==> src/sv/msr_pkg.sv <==
package msr_pkg;

  localparam int MB    = 31;
  localparam int CNT_W = 5;
  localparam int NR_W  = 13;
  localparam logic [NR_W-1:0] NR_LIMIT = NR_W'(4096);

  typedef struct packed {
    logic [MB-1:0] value;
    logic [MB-1:0] modulus;
  } in_t;

  typedef struct packed {
    logic          is_residue;
    logic [MB-1:0] root;
  } out_t;

  typedef struct packed {
    logic          start;
    logic          pow;
    logic [MB-1:0] opa;
    logic [MB-1:0] opb;
  } eu_req_t;

  typedef struct packed {
    logic          done;
    logic [MB-1:0] res;
  } eu_rsp_t;

endpackage

==> src/sv/msr_mulmod.sv <==
module msr_mulmod (
  input  logic                   clk,
  input  logic                   rst_n,
  input  logic                   start,
  input  logic [msr_pkg::MB-1:0] a,
  input  logic [msr_pkg::MB-1:0] b,
  input  logic [msr_pkg::MB-1:0] m,
  output logic                   done,
  output logic [msr_pkg::MB-1:0] res
);

  logic                      busy_r, busy_nxt;
  logic                      done_r, done_nxt;
  logic [msr_pkg::CNT_W-1:0] cnt_r, cnt_nxt;
  logic [msr_pkg::MB-1:0]    r_r, r_nxt;
  logic [msr_pkg::MB-1:0]    a_r, a_nxt;
  logic [msr_pkg::MB-1:0]    b_r, b_nxt;
  logic [msr_pkg::MB:0]      m_w, d_w, r2_w, s_w, r3_w;

  always_comb begin
    m_w  = {1'b0, m};
    d_w  = {r_r, 1'b0};
    r2_w = (d_w >= m_w) ? d_w - m_w : d_w;
    s_w  = r2_w + {1'b0, a_r};
    if (b_r[msr_pkg::MB-1]) begin
      r3_w = (s_w >= m_w) ? s_w - m_w : s_w;
    end else begin
      r3_w = r2_w;
    end
  end

  always_comb begin
    busy_nxt = busy_r;
    done_nxt = 1'b0;
    cnt_nxt  = cnt_r;
    r_nxt    = r_r;
    a_nxt    = a_r;
    b_nxt    = b_r;
    if (start) begin
      busy_nxt = 1'b1;
      cnt_nxt  = '0;
      r_nxt    = '0;
      a_nxt    = a;
      b_nxt    = b;
    end else if (busy_r) begin
      r_nxt   = r3_w[msr_pkg::MB-1:0];
      b_nxt   = {b_r[msr_pkg::MB-2:0], 1'b0};
      cnt_nxt = cnt_r + 1'b1;
      if (cnt_r == msr_pkg::CNT_W'(msr_pkg::MB - 1)) begin
        busy_nxt = 1'b0;
        done_nxt = 1'b1;
      end
    end
  end

  always_ff @(posedge clk) begin
    if (!rst_n) begin
      busy_r <= 1'b0;
      done_r <= 1'b0;
      cnt_r  <= '0;
    end else begin
      busy_r <= busy_nxt;
      done_r <= done_nxt;
      cnt_r  <= cnt_nxt;
    end
    r_r <= r_nxt;
    a_r <= a_nxt;
    b_r <= b_nxt;
  end

  assign done = done_r;
  assign res  = r_r;

endmodule

==> src/sv/msr_expo.sv <==
module msr_expo (
  input  logic                   clk,
  input  logic                   rst_n,
  input  msr_pkg::eu_req_t       req,
  input  logic [msr_pkg::MB-1:0] m,
  output msr_pkg::eu_rsp_t       rsp
);

  typedef enum logic [4:0] {
    E_IDLE  = 5'b00001,
    E_ONE   = 5'b00010,
    E_CHECK = 5'b00100,
    E_ACC   = 5'b01000,
    E_SQR   = 5'b10000
  } est_t;

  est_t                   st_r, st_nxt;
  logic [msr_pkg::MB-1:0] acc_r, acc_nxt;
  logic [msr_pkg::MB-1:0] base_r, base_nxt;
  logic [msr_pkg::MB-1:0] exp_r, exp_nxt;
  logic [msr_pkg::MB-1:0] res_r, res_nxt;
  logic                   done_r, done_nxt;
  logic                   m_start;
  logic [msr_pkg::MB-1:0] m_a, m_b, m_res;
  logic                   m_done;

  msr_mulmod u_mul (
    .clk   (clk),
    .rst_n (rst_n),
    .start (m_start),
    .a     (m_a),
    .b     (m_b),
    .m     (m),
    .done  (m_done),
    .res   (m_res)
  );

  always_comb begin
    st_nxt   = st_r;
    acc_nxt  = acc_r;
    base_nxt = base_r;
    exp_nxt  = exp_r;
    res_nxt  = res_r;
    done_nxt = 1'b0;
    m_start  = 1'b0;
    m_a      = base_r;
    m_b      = base_r;
    case (st_r)
      E_IDLE: begin
        if (req.start) begin
          if (req.pow) begin
            acc_nxt  = msr_pkg::MB'(1);
            base_nxt = req.opa;
            exp_nxt  = req.opb;
            st_nxt   = E_CHECK;
          end else begin
            m_start = 1'b1;
            m_a     = req.opa;
            m_b     = req.opb;
            st_nxt  = E_ONE;
          end
        end
      end
      E_ONE: begin
        if (m_done) begin
          res_nxt  = m_res;
          done_nxt = 1'b1;
          st_nxt   = E_IDLE;
        end
      end
      E_CHECK: begin
        if (exp_r == '0) begin
          res_nxt  = acc_r;
          done_nxt = 1'b1;
          st_nxt   = E_IDLE;
        end else if (exp_r[0]) begin
          m_start = 1'b1;
          m_a     = acc_r;
          m_b     = base_r;
          st_nxt  = E_ACC;
        end else begin
          m_start = 1'b1;
          st_nxt  = E_SQR;
        end
      end
      E_ACC: begin
        if (m_done) begin
          acc_nxt = m_res;
          m_start = 1'b1;
          st_nxt  = E_SQR;
        end
      end
      E_SQR: begin
        if (m_done) begin
          base_nxt = m_res;
          exp_nxt  = exp_r >> 1;
          st_nxt   = E_CHECK;
        end
      end
      default: st_nxt = E_IDLE;
    endcase
  end

  always_ff @(posedge clk) begin
    if (!rst_n) begin
      st_r   <= E_IDLE;
      done_r <= 1'b0;
    end else begin
      st_r   <= st_nxt;
      done_r <= done_nxt;
    end
    acc_r  <= acc_nxt;
    base_r <= base_nxt;
    exp_r  <= exp_nxt;
    res_r  <= res_nxt;
  end

  assign rsp.done = done_r;
  assign rsp.res  = res_r;

endmodule

==> src/sv/modular_square_root.sv <==
// Modular square root by Tonelli-Shanks for a modulus of 2 or an odd prime. One
// transaction is taken at a time; in_stall stays high until its result is
// loaded into the output register. All arithmetic runs through a single
// bit-serial modular multiplier driven by a square-and-multiply exponent
// sequencer. A transaction costs the value reduction, the Euler test, one
// exponentiation per candidate of the non-residue search, two setup
// exponentiations and up to two exponentiations per correction round.
module modular_square_root (
  input  logic          clk,
  input  logic          rst_n,
  input  logic          in_valid,
  output logic          in_stall,
  input  msr_pkg::in_t  in_data,
  output logic          out_valid,
  input  logic          out_stall,
  output msr_pkg::out_t out_data
);

  typedef enum logic [18:0] {
    S_IDLE  = 19'b0000000000000000001,
    S_START = 19'b0000000000000000010,
    S_RED   = 19'b0000000000000000100,
    S_EUL   = 19'b0000000000000001000,
    S_NRS   = 19'b0000000000000010000,
    S_NRW   = 19'b0000000000000100000,
    S_FAC   = 19'b0000000000001000000,
    S_XW    = 19'b0000000000010000000,
    S_IW    = 19'b0000000000100000000,
    S_E1    = 19'b0000000001000000000,
    S_E1W   = 19'b0000000010000000000,
    S_E2W   = 19'b0000000100000000000,
    S_LOOP  = 19'b0000001000000000000,
    S_LPW   = 19'b0000010000000000000,
    S_LBW   = 19'b0000100000000000000,
    S_LXW   = 19'b0001000000000000000,
    S_LUPD  = 19'b0010000000000000000,
    S_FIN   = 19'b0100000000000000000,
    S_XREQ  = 19'b1000000000000000000
  } st_t;

  localparam int MB = msr_pkg::MB;

  st_t                         st_r, st_nxt;
  logic [MB-1:0]               p_r, p_nxt;
  logic [MB-1:0]               v_r, v_nxt;
  logic [MB-1:0]               a_r, a_nxt;
  logic [MB-1:0]               half_r, half_nxt;
  logic [msr_pkg::NR_W-1:0]    c_r, c_nxt;
  logic [MB-1:0]               b_r, b_nxt;
  logic [MB-1:0]               s_r, s_nxt;
  logic [msr_pkg::CNT_W-1:0]   t_r, t_nxt;
  logic [msr_pkg::CNT_W-1:0]   k_r, k_nxt;
  logic [MB-1:0]               x_r, x_nxt;
  logic [MB-1:0]               ainv_r, ainv_nxt;
  logic [MB-1:0]               e_r, e_nxt;
  logic [MB-1:0]               shb_r, shb_nxt;
  logic                        fres_r, fres_nxt;
  logic [MB-1:0]               froot_r, froot_nxt;
  logic                        ov_r, ov_nxt;
  msr_pkg::out_t               od_r, od_nxt;
  msr_pkg::eu_req_t            req;
  msr_pkg::eu_rsp_t            rsp;
  logic [MB:0]                 sp1_w;
  logic [msr_pkg::CNT_W-1:0]   sh_w;

  msr_expo u_expo (
    .clk   (clk),
    .rst_n (rst_n),
    .req   (req),
    .m     (p_r),
    .rsp   (rsp)
  );

  assign sp1_w = {1'b0, s_r} + (MB+1)'(1);
  assign sh_w  = t_r - k_r - msr_pkg::CNT_W'(1);

  always_comb begin
    st_nxt    = st_r;
    p_nxt     = p_r;
    v_nxt     = v_r;
    a_nxt     = a_r;
    half_nxt  = half_r;
    c_nxt     = c_r;
    b_nxt     = b_r;
    s_nxt     = s_r;
    t_nxt     = t_r;
    k_nxt     = k_r;
    x_nxt     = x_r;
    ainv_nxt  = ainv_r;
    e_nxt     = e_r;
    shb_nxt   = shb_r;
    fres_nxt  = fres_r;
    froot_nxt = froot_r;
    ov_nxt    = ov_r;
    od_nxt    = od_r;
    req       = '0;
    if (ov_r && !out_stall) begin
      ov_nxt = 1'b0;
    end
    case (st_r)
      S_IDLE: begin
        if (in_valid) begin
          p_nxt  = in_data.modulus;
          v_nxt  = in_data.value;
          st_nxt = S_START;
        end
      end
      S_START: begin
        fres_nxt  = 1'b0;
        froot_nxt = '0;
        if (p_r < MB'(2)) begin
          st_nxt = S_FIN;
        end else begin
          req.start = 1'b1;
          req.opa   = MB'(1);
          req.opb   = v_r;
          st_nxt    = S_RED;
        end
      end
      S_RED: begin
        if (rsp.done) begin
          a_nxt    = rsp.res;
          half_nxt = (p_r - MB'(1)) >> 1;
          if (p_r == MB'(2)) begin
            fres_nxt  = (rsp.res == MB'(1));
            froot_nxt = (rsp.res == MB'(1)) ? MB'(1) : '0;
            st_nxt    = S_FIN;
          end else if (!p_r[0]) begin
            st_nxt = S_FIN;
          end else begin
            req.start = 1'b1;
            req.pow   = 1'b1;
            req.opa   = rsp.res;
            req.opb   = (p_r - MB'(1)) >> 1;
            st_nxt    = S_EUL;
          end
        end
      end
      S_EUL: begin
        if (rsp.done) begin
          if (rsp.res != MB'(1)) begin
            st_nxt = S_FIN;
          end else begin
            c_nxt  = msr_pkg::NR_W'(2);
            st_nxt = S_NRS;
          end
        end
      end
      S_NRS: begin
        if ((MB'(c_r) < p_r) && (c_r <= msr_pkg::NR_LIMIT)) begin
          req.start = 1'b1;
          req.pow   = 1'b1;
          req.opa   = MB'(c_r);
          req.opb   = half_r;
          st_nxt    = S_NRW;
        end else begin
          st_nxt = S_FIN;
        end
      end
      S_NRW: begin
        if (rsp.done) begin
          if (rsp.res == p_r - MB'(1)) begin
            b_nxt  = MB'(c_r);
            s_nxt  = p_r - MB'(1);
            t_nxt  = '0;
            st_nxt = S_FAC;
          end else begin
            c_nxt  = c_r + msr_pkg::NR_W'(1);
            st_nxt = S_NRS;
          end
        end
      end
      S_FAC: begin
        if (!s_r[0]) begin
          s_nxt = s_r >> 1;
          t_nxt = t_r + msr_pkg::CNT_W'(1);
        end else begin
          st_nxt = S_XREQ;
        end
      end
      S_XREQ: begin
        req.start = 1'b1;
        req.pow   = 1'b1;
        req.opa   = a_r;
        req.opb   = sp1_w[MB:1];
        st_nxt    = S_XW;
      end
      S_XW: begin
        if (rsp.done) begin
          x_nxt     = rsp.res;
          req.start = 1'b1;
          req.pow   = 1'b1;
          req.opa   = a_r;
          req.opb   = p_r - MB'(2);
          st_nxt    = S_IW;
        end
      end
      S_IW: begin
        if (rsp.done) begin
          ainv_nxt = rsp.res;
          shb_nxt  = s_r;
          k_nxt    = msr_pkg::CNT_W'(1);
          st_nxt   = S_E1;
        end
      end
      S_E1: begin
        req.start = 1'b1;
        req.opa   = x_r;
        req.opb   = x_r;
        st_nxt    = S_E1W;
      end
      S_E1W: begin
        if (rsp.done) begin
          req.start = 1'b1;
          req.opa   = rsp.res;
          req.opb   = ainv_r;
          st_nxt    = S_E2W;
        end
      end
      S_E2W: begin
        if (rsp.done) begin
          e_nxt  = rsp.res;
          st_nxt = S_LOOP;
        end
      end
      S_LOOP: begin
        if (k_r < t_r) begin
          req.start = 1'b1;
          req.pow   = 1'b1;
          req.opa   = e_r;
          req.opb   = MB'(1) << sh_w;
          st_nxt    = S_LPW;
        end else begin
          fres_nxt  = 1'b1;
          froot_nxt = x_r;
          st_nxt    = S_FIN;
        end
      end
      S_LPW: begin
        if (rsp.done) begin
          if (rsp.res != MB'(1)) begin
            req.start = 1'b1;
            req.pow   = 1'b1;
            req.opa   = b_r;
            req.opb   = shb_r;
            st_nxt    = S_LBW;
          end else begin
            st_nxt = S_LUPD;
          end
        end
      end
      S_LBW: begin
        if (rsp.done) begin
          req.start = 1'b1;
          req.opa   = x_r;
          req.opb   = rsp.res;
          st_nxt    = S_LXW;
        end
      end
      S_LXW: begin
        if (rsp.done) begin
          x_nxt  = rsp.res;
          st_nxt = S_LUPD;
        end
      end
      S_LUPD: begin
        shb_nxt = shb_r << 1;
        k_nxt   = k_r + msr_pkg::CNT_W'(1);
        st_nxt  = S_E1;
      end
      S_FIN: begin
        if (!ov_r || !out_stall) begin
          ov_nxt            = 1'b1;
          od_nxt.is_residue = fres_r;
          od_nxt.root       = froot_r;
          st_nxt            = S_IDLE;
        end
      end
      default: st_nxt = S_IDLE;
    endcase
  end

  always_ff @(posedge clk) begin
    if (!rst_n) begin
      st_r <= S_IDLE;
      ov_r <= 1'b0;
    end else begin
      st_r <= st_nxt;
      ov_r <= ov_nxt;
    end
    p_r     <= p_nxt;
    v_r     <= v_nxt;
    a_r     <= a_nxt;
    half_r  <= half_nxt;
    c_r     <= c_nxt;
    b_r     <= b_nxt;
    s_r     <= s_nxt;
    t_r     <= t_nxt;
    k_r     <= k_nxt;
    x_r     <= x_nxt;
    ainv_r  <= ainv_nxt;
    e_r     <= e_nxt;
    shb_r   <= shb_nxt;
    fres_r  <= fres_nxt;
    froot_r <= froot_nxt;
    od_r    <= od_nxt;
  end

  assign in_stall  = (st_r != S_IDLE);
  assign out_valid = ov_r;
  assign out_data  = od_r;

  a_accept_starts: assert property (@(posedge clk) disable iff (!rst_n)
    (in_valid && !in_stall) |=> (st_r == S_START))
    else $error("accepted transaction did not start the sequencer");

  a_zero_root: assert property (@(posedge clk) disable iff (!rst_n)
    (out_valid && !out_data.is_residue) |-> (out_data.root == '0))
    else $error("non-residue result carries a nonzero root");

  a_onehot_state: assert property (@(posedge clk) disable iff (!rst_n)
    $onehot(st_r))
    else $error("sequencer state lost its one-hot code");

  a_fin_loads: assert property (@(posedge clk) disable iff (!rst_n)
    (st_r == S_FIN && !out_stall) |=> out_valid)
    else $error("finished transaction not loaded into output register");

endmodule

==> config.mk <==
export PLATFORM = sky130hd
export DESIGN_NAME = modular_square_root
export DESIGN_NICKNAME = d
export VERILOG_FILES = /design/src/sv/msr_pkg.sv /design/src/sv/msr_mulmod.sv /design/src/sv/msr_expo.sv /design/src/sv/modular_square_root.sv
export SDC_FILE = /design/constraint.sdc
export NUM_CORES = 1
export LEC_CHECK = 0
export BUFFER_PORTS_ARGS = -buffer_cell sky130_fd_sc_hd__buf_2
export CAP_MARGIN = 10
export CORE_MARGIN = 5
export CORE_UTILIZATION = 46
export CTS_CLUSTER_SIZE = 20
export DETAILED_ROUTE_END_ITERATION = 8
export HOLD_SLACK_MARGIN = 0.15
export SYNTH_ARGS = -nofsm -noshare
export SYNTH_HDL_FRONTEND = slang
export SYNTH_SLANG_ARGS = --single-unit
==> constraint.sdc <==
create_clock -name clk -period 10.6 [get_ports clk]
set_input_delay 2.12 -clock clk [delete_from_list [all_inputs] [get_ports clk]]
set_output_delay 2.12 -clock clk [all_outputs]
set_load 0.03 [all_outputs]
; Yosys cells after proc, flatten, opt, wreduce, memory -nomap -nowiden
; Cells that the tools add are included.
; Widths: inputs -> output; s select.
[totals]
ff_bits = 628
latchBits = 0
ramBits = 0
rom_bits = 0
input_bits = 66
word_cells = 256
memories = 0
[op_classes]
add_sub_neg = 12
n_mul = 0
div_mod_pow = 0
n_lt_le_gt_ge = 6
eq_ne = 55
shifts = 1
muxes = 112
bitwise_logic = 2
n_reduce_logical = 36
[ops]
columns = op, n
row1 = $mux 31, 27
row2 = $pmux 62 s10, 1
row3 = $mux 64, 8
row4 = $pmux 31 s2, 7
row5 = $pmux 19 s19, 1
row6 = $mux 19, 14
row7 = $mux 62, 2
row8 = $pmux 31 s3, 1
row9 = $mux 18, 5
row10 = $ge 32x31->1, 2
row11 = $mux 32, 2
row12 = $mux 13, 4
row13 = $mux 5, 10
row14 = $add 31x1->32 const B, 1
row15 = $add 32x31->32, 1
row16 = $sub 32x31->32, 1
row17 = $eq 31x1->1 const B, 1
row18 = $eq 31x2->1 const B, 1
row19 = $eq 31x31->1, 1
row20 = $logic_not 31->1, 1
row21 = $lt 13x31->1, 1
row22 = $lt 31x2->1 const B, 1
row23 = $ne 31x1->1 const B, 1
row24 = $shl 1x5->31 const A, 1
row25 = 60 further kinds, 129

; Logic depth before layout (Yosys ltp)
[logic_depth]
depth_word = 9
ltp_mapped = 37

; Cells and area by module
; Synthesis repeated with hierarchy kept, for this count alone.
[unflattened]
cells_unflattened = 3283
area_unflattened_um2 = 35850.6
[by_module_without_submodules]
columns = mod, n_inst, cells_each, area_per_inst_um2, seq_area_each_um2
row1 = modular_square_root, 1, 1723, 20078.0, 11751.3
row2 = msr_mulmod, 1, 1065, 9376.5, 2622.5
row3 = msr_expo, 1, 495, 6396.1, 3843.7

; Worst setup path before layout
; Ideal clock, no wire load.
[synth_timing]
path_kind = register to register
start = register p_r[11]
end = register u_expo.u_mul.r_r (netlist bit u_expo.u_mul.res[11])
setup_ps = 114
arrival_time_ps = 7631
required_ps = 10486
setup_slack_ps = 2855
path_stages_with_launch = 38
path_buffers = 5
period_less_slack_ps = 7745
path_cell_list = edfxtp_1 -> clkbuf_1 -> inv_1 -> ha_1 -> a21o_1 -> o21bai_1 -> a31oi_1 -> nand2_1 -> o2111ai_1 -> o2111a_1 -> clkbuf_1 -> clkbuf_1 -> clkbuf_1 -> nor2_1 -> ha_1 -> inv_1 -> fa_1 -> nor2b_1 -> [2 not listed] -> o31ai_1 -> a21oi_1 -> o21bai_1 -> a21oi_1 -> xnor2_1 -> ha_1 -> inv_1 -> o221ai_1 -> a41oi_1 -> a32oi_1 -> or4b_1 -> a21oi_1 -> nand2_1 -> mux2i_1 -> buf_2 -> mux2i_1 -> a21oi_1 -> a21o_1
[synth_between]
elab_chain_len = 7
[synth_lines]
columns = item, line
row1 = "start, declared", modular_square_root.sv:44  ; logic [MB-1:0] p_r, p_nxt;
row2 = "start signal, assigned", modular_square_root.sv:291  ; p_r <= p_nxt;
row3 = branches (longest 7 deep; another with $sub 32x31->32), -
row4 = "end signal, assigned", msr_mulmod.sv:66  ; r_r <= r_nxt;
row5 = "end, declared", msr_mulmod.sv:15  ; logic [msr_pkg::MB-1:0] r_r, r_nxt;
; Several ways; the timed one is not identified.
; A chain may end at the register's enable or synchronous reset.

; Final worst setup path
[layout_timing]
start = register p_r[15]
end = register u_expo.u_mul.r_r (netlist bit u_expo.u_mul.res[21])
; Same word-level chain as after synthesis.

==> run metrics <==
Sw Pwr=5.527 mW; total vias in the final route=27.04k; commonest non-fill, non-tap cells in the layout=edfxtp_1, nand2_1, nor2_1, a21oi_1, xnor2_1; Clk network pwr share=19.4%; Clock Tree Root=clkbuf_16; fin cells=4217; Worst VDD drop=0.5238 mV; # resized after CTS=0; routed vias/inst=6.411; commonest non-fill, non-tap cell in the layout=edfxtp_1; failing checks=DRC; number of DRC markers in iteration 0=3236; Cell Area, Synth=34040 µm²; cell repeated most along the worst path=ha_1; area share of the largest cell type after synthesis=49.75%; CP required=11.10 ns; Total Routed Length=121900 µm; Wirelength per Cell=28.91 µm; main area contributors after synthesis=edfxtp_1, ha_1, dfxtp_1; clk slew on worst S/H paths=0.06 ns; FP Rows=99; number of synthesized flops with an enable pin=564; Placed Instances=4086; Lkg Pwr=14.04 nW; gr usage total=29.91%; CTS tree=built; Clock Sinks=628; Tmin final=9.483 ns; clk_skew=0.03431 ns; Worst-Skew Late Latency=0.64 ns; crit start category=flip-flop; Worst Max-Slew Pin Slew=1.192 ns; # nets final=3398; Gate power share=52.7%; Pint=7.171 mW; max-slew violation count=0; hold_buf cts=0; Yosys top cell by area=edfxtp_1; CP max stage delay=0.68 ns; H-tree levels=3; post-CTS setup buffers=0; Critical Path AT=9.99 ns; Max stage delay cell, worst path=o31ai_1; WS Path Type=flip-flop to flip-flop; YS warnings=0; Power Density=333.6 nW/µm²; fmax=0.1055 GHz; PortBufs=99; sequential area share after synthesis=53.52%; MaxCap Viol Count=0; die height=282.0 µm; Switching Share=43.53%; layout cell share with drive strength beyond 1=11.63%; Synthesized Nets=3318; critical path endpoint category=flip-flop; antenna cells=0; global-route wire length before repair=176500 µm; period utilisation layout=89.46%; Synth-to-Final Area Change=11.81%; TritonRoute pass-1 iters=9; CP Max Fanout=62; final setup violation count=0; I/O pin total=100; final hold violations=0; synthesized instance count=3121; Largest register FFs=32; Starting Density=46.50%; die width=282.0 µm; status=finished with violations; DRC=1; number of nets with antenna violations after routing=0; Worst Path Buf+Inv=4; Die Footprint=79540 µm²; asr flop ratio synth=0%; CP delay by family, top=compound AO/OA/AOI/OAI gates; GP Congestion=0.9933; setup TNS=0 ns; Hold WC Path Type=flip-flop to flip-flop; vias in the first global route=26.20k; dpl hpwl=88240 µm; slew margin rel.=20.39%; total grt overflow=0; largest net degree at the start of global routing=63; RSZ-0062 raised after global routing=no; CTS Buf Count=72; core area=73210 µm²; Mapped Avg Cell Area=10.91 µm²; Top FF cell, synth=edfxtp_1; Seq pwr share=27.9%; Distinct cells, synth=79; number of antenna violations at the first check in global routing=4; CTS max path bufs=3; flops & latches, synth=628
[kinds of logic after synthesis]
logic type               share of synthesized area [%]
AND/OR/NAND/NOR                                  14.14
AO/OA/AOI/OAI                                    16.04
flip-flops                                       53.52
buffers and inverters                            2.860
XOR/XNOR                                         5.403
adder cells (fa/ha/maj)                          4.903
multiplexers                                     3.135
[Yosys cell counts (all sizes together), types with 11 or more instances]
library cell / instances
edfxtp: 564
nand2: 324
nor2: 232
a21oi: 195
o21ai: 175
xnor2: 143
clkbuf: 137
ha: 127
inv: 108
and2: 78
nand3: 73
xor2: 67
a22oi: 65
dfxtp: 64
mux2: 61
a21o: 54
nor3: 54
a222oi: 52
a221oi: 44
nor4: 40
mux2i: 38
nand4: 37
a221o: 28
nand2b: 27
a22o: 23
and3: 23
a211oi: 22
o211ai: 21
nor2b: 19
o21bai: 17
a31oi: 16
or2: 15
or3: 15
o21a: 14
o31ai: 13
nand3b: 12
buf: 11
or4: 11
[final cells by class]
type                            instances  area [µm²]
Tap cell                              959        1200
Sequential cell                       628       18220
Inverter                              110       414.1
Fill cell                            6515       35150
Multi-Input combinational cell       2235       15050
Clock buffer                           84        1867
Clock inverter                         47       409.1
Timing Repair Buffer                  154       908.4
[metrics by stage]
stage | area, µm² | utilization (%) | power [mW] | worst slack (ns) | hold slack, ns
2_1_floorplan | 34040 | - | 8.330 | 2.855 | 0.4003
3_3_place_gp | 35790 | 48.88 | 10.03 | 1.532 | 0.4005
3_5_place_dp | 35790 | 48.88 | 10.14 | 1.519 | 0.4045
5_1_grt | 38060 | 51.99 | 13.48 | 0.4914 | 0.4209
6_report | 38060 | 51.99 | 12.70 | 1.117 | 0.4164
4_1_cts | 38060 | 51.99 | 12.62 | 1.444 | 0.4183
[final timing paths]
check | start | endpoint | slack, ns | cells past startpoint
max | p_r[15] | u_expo.u_mul.res[21] | 1.12 | 32
min | froot_r[26] | out_data[26] | 0.42 | 0
max reg2reg | p_r[15] | u_expo.u_mul.res[21] | 1.12 | 32
min reg2reg | froot_r[26] | out_data[26] | 0.42 | 0
[per-layer routing]
| layer | track usage [%] | wire, µm |
|---|---|---|
| met1 | 40.29 | 49090 |
| met2 | 47.96 | 55430 |
| met5 | 0 | 0 |
| met3 | 5.885 | 11630 |
| met4 | 12.08 | 5786 |
[power groups by stage]
stage          combinational [mW]  clock, mW  sequential [mW]
6_report                     6.69       2.46             3.55
5_1_grt                      7.31       2.59             3.58
4_1_cts                      6.59       2.49             3.54
3_5_place_dp                 6.56          0             3.58
3_3_place_gp                 6.46          0             3.57
2_1_floorplan                4.89          0             3.44
No activity file was read; power rests on OpenSTA's default activity.
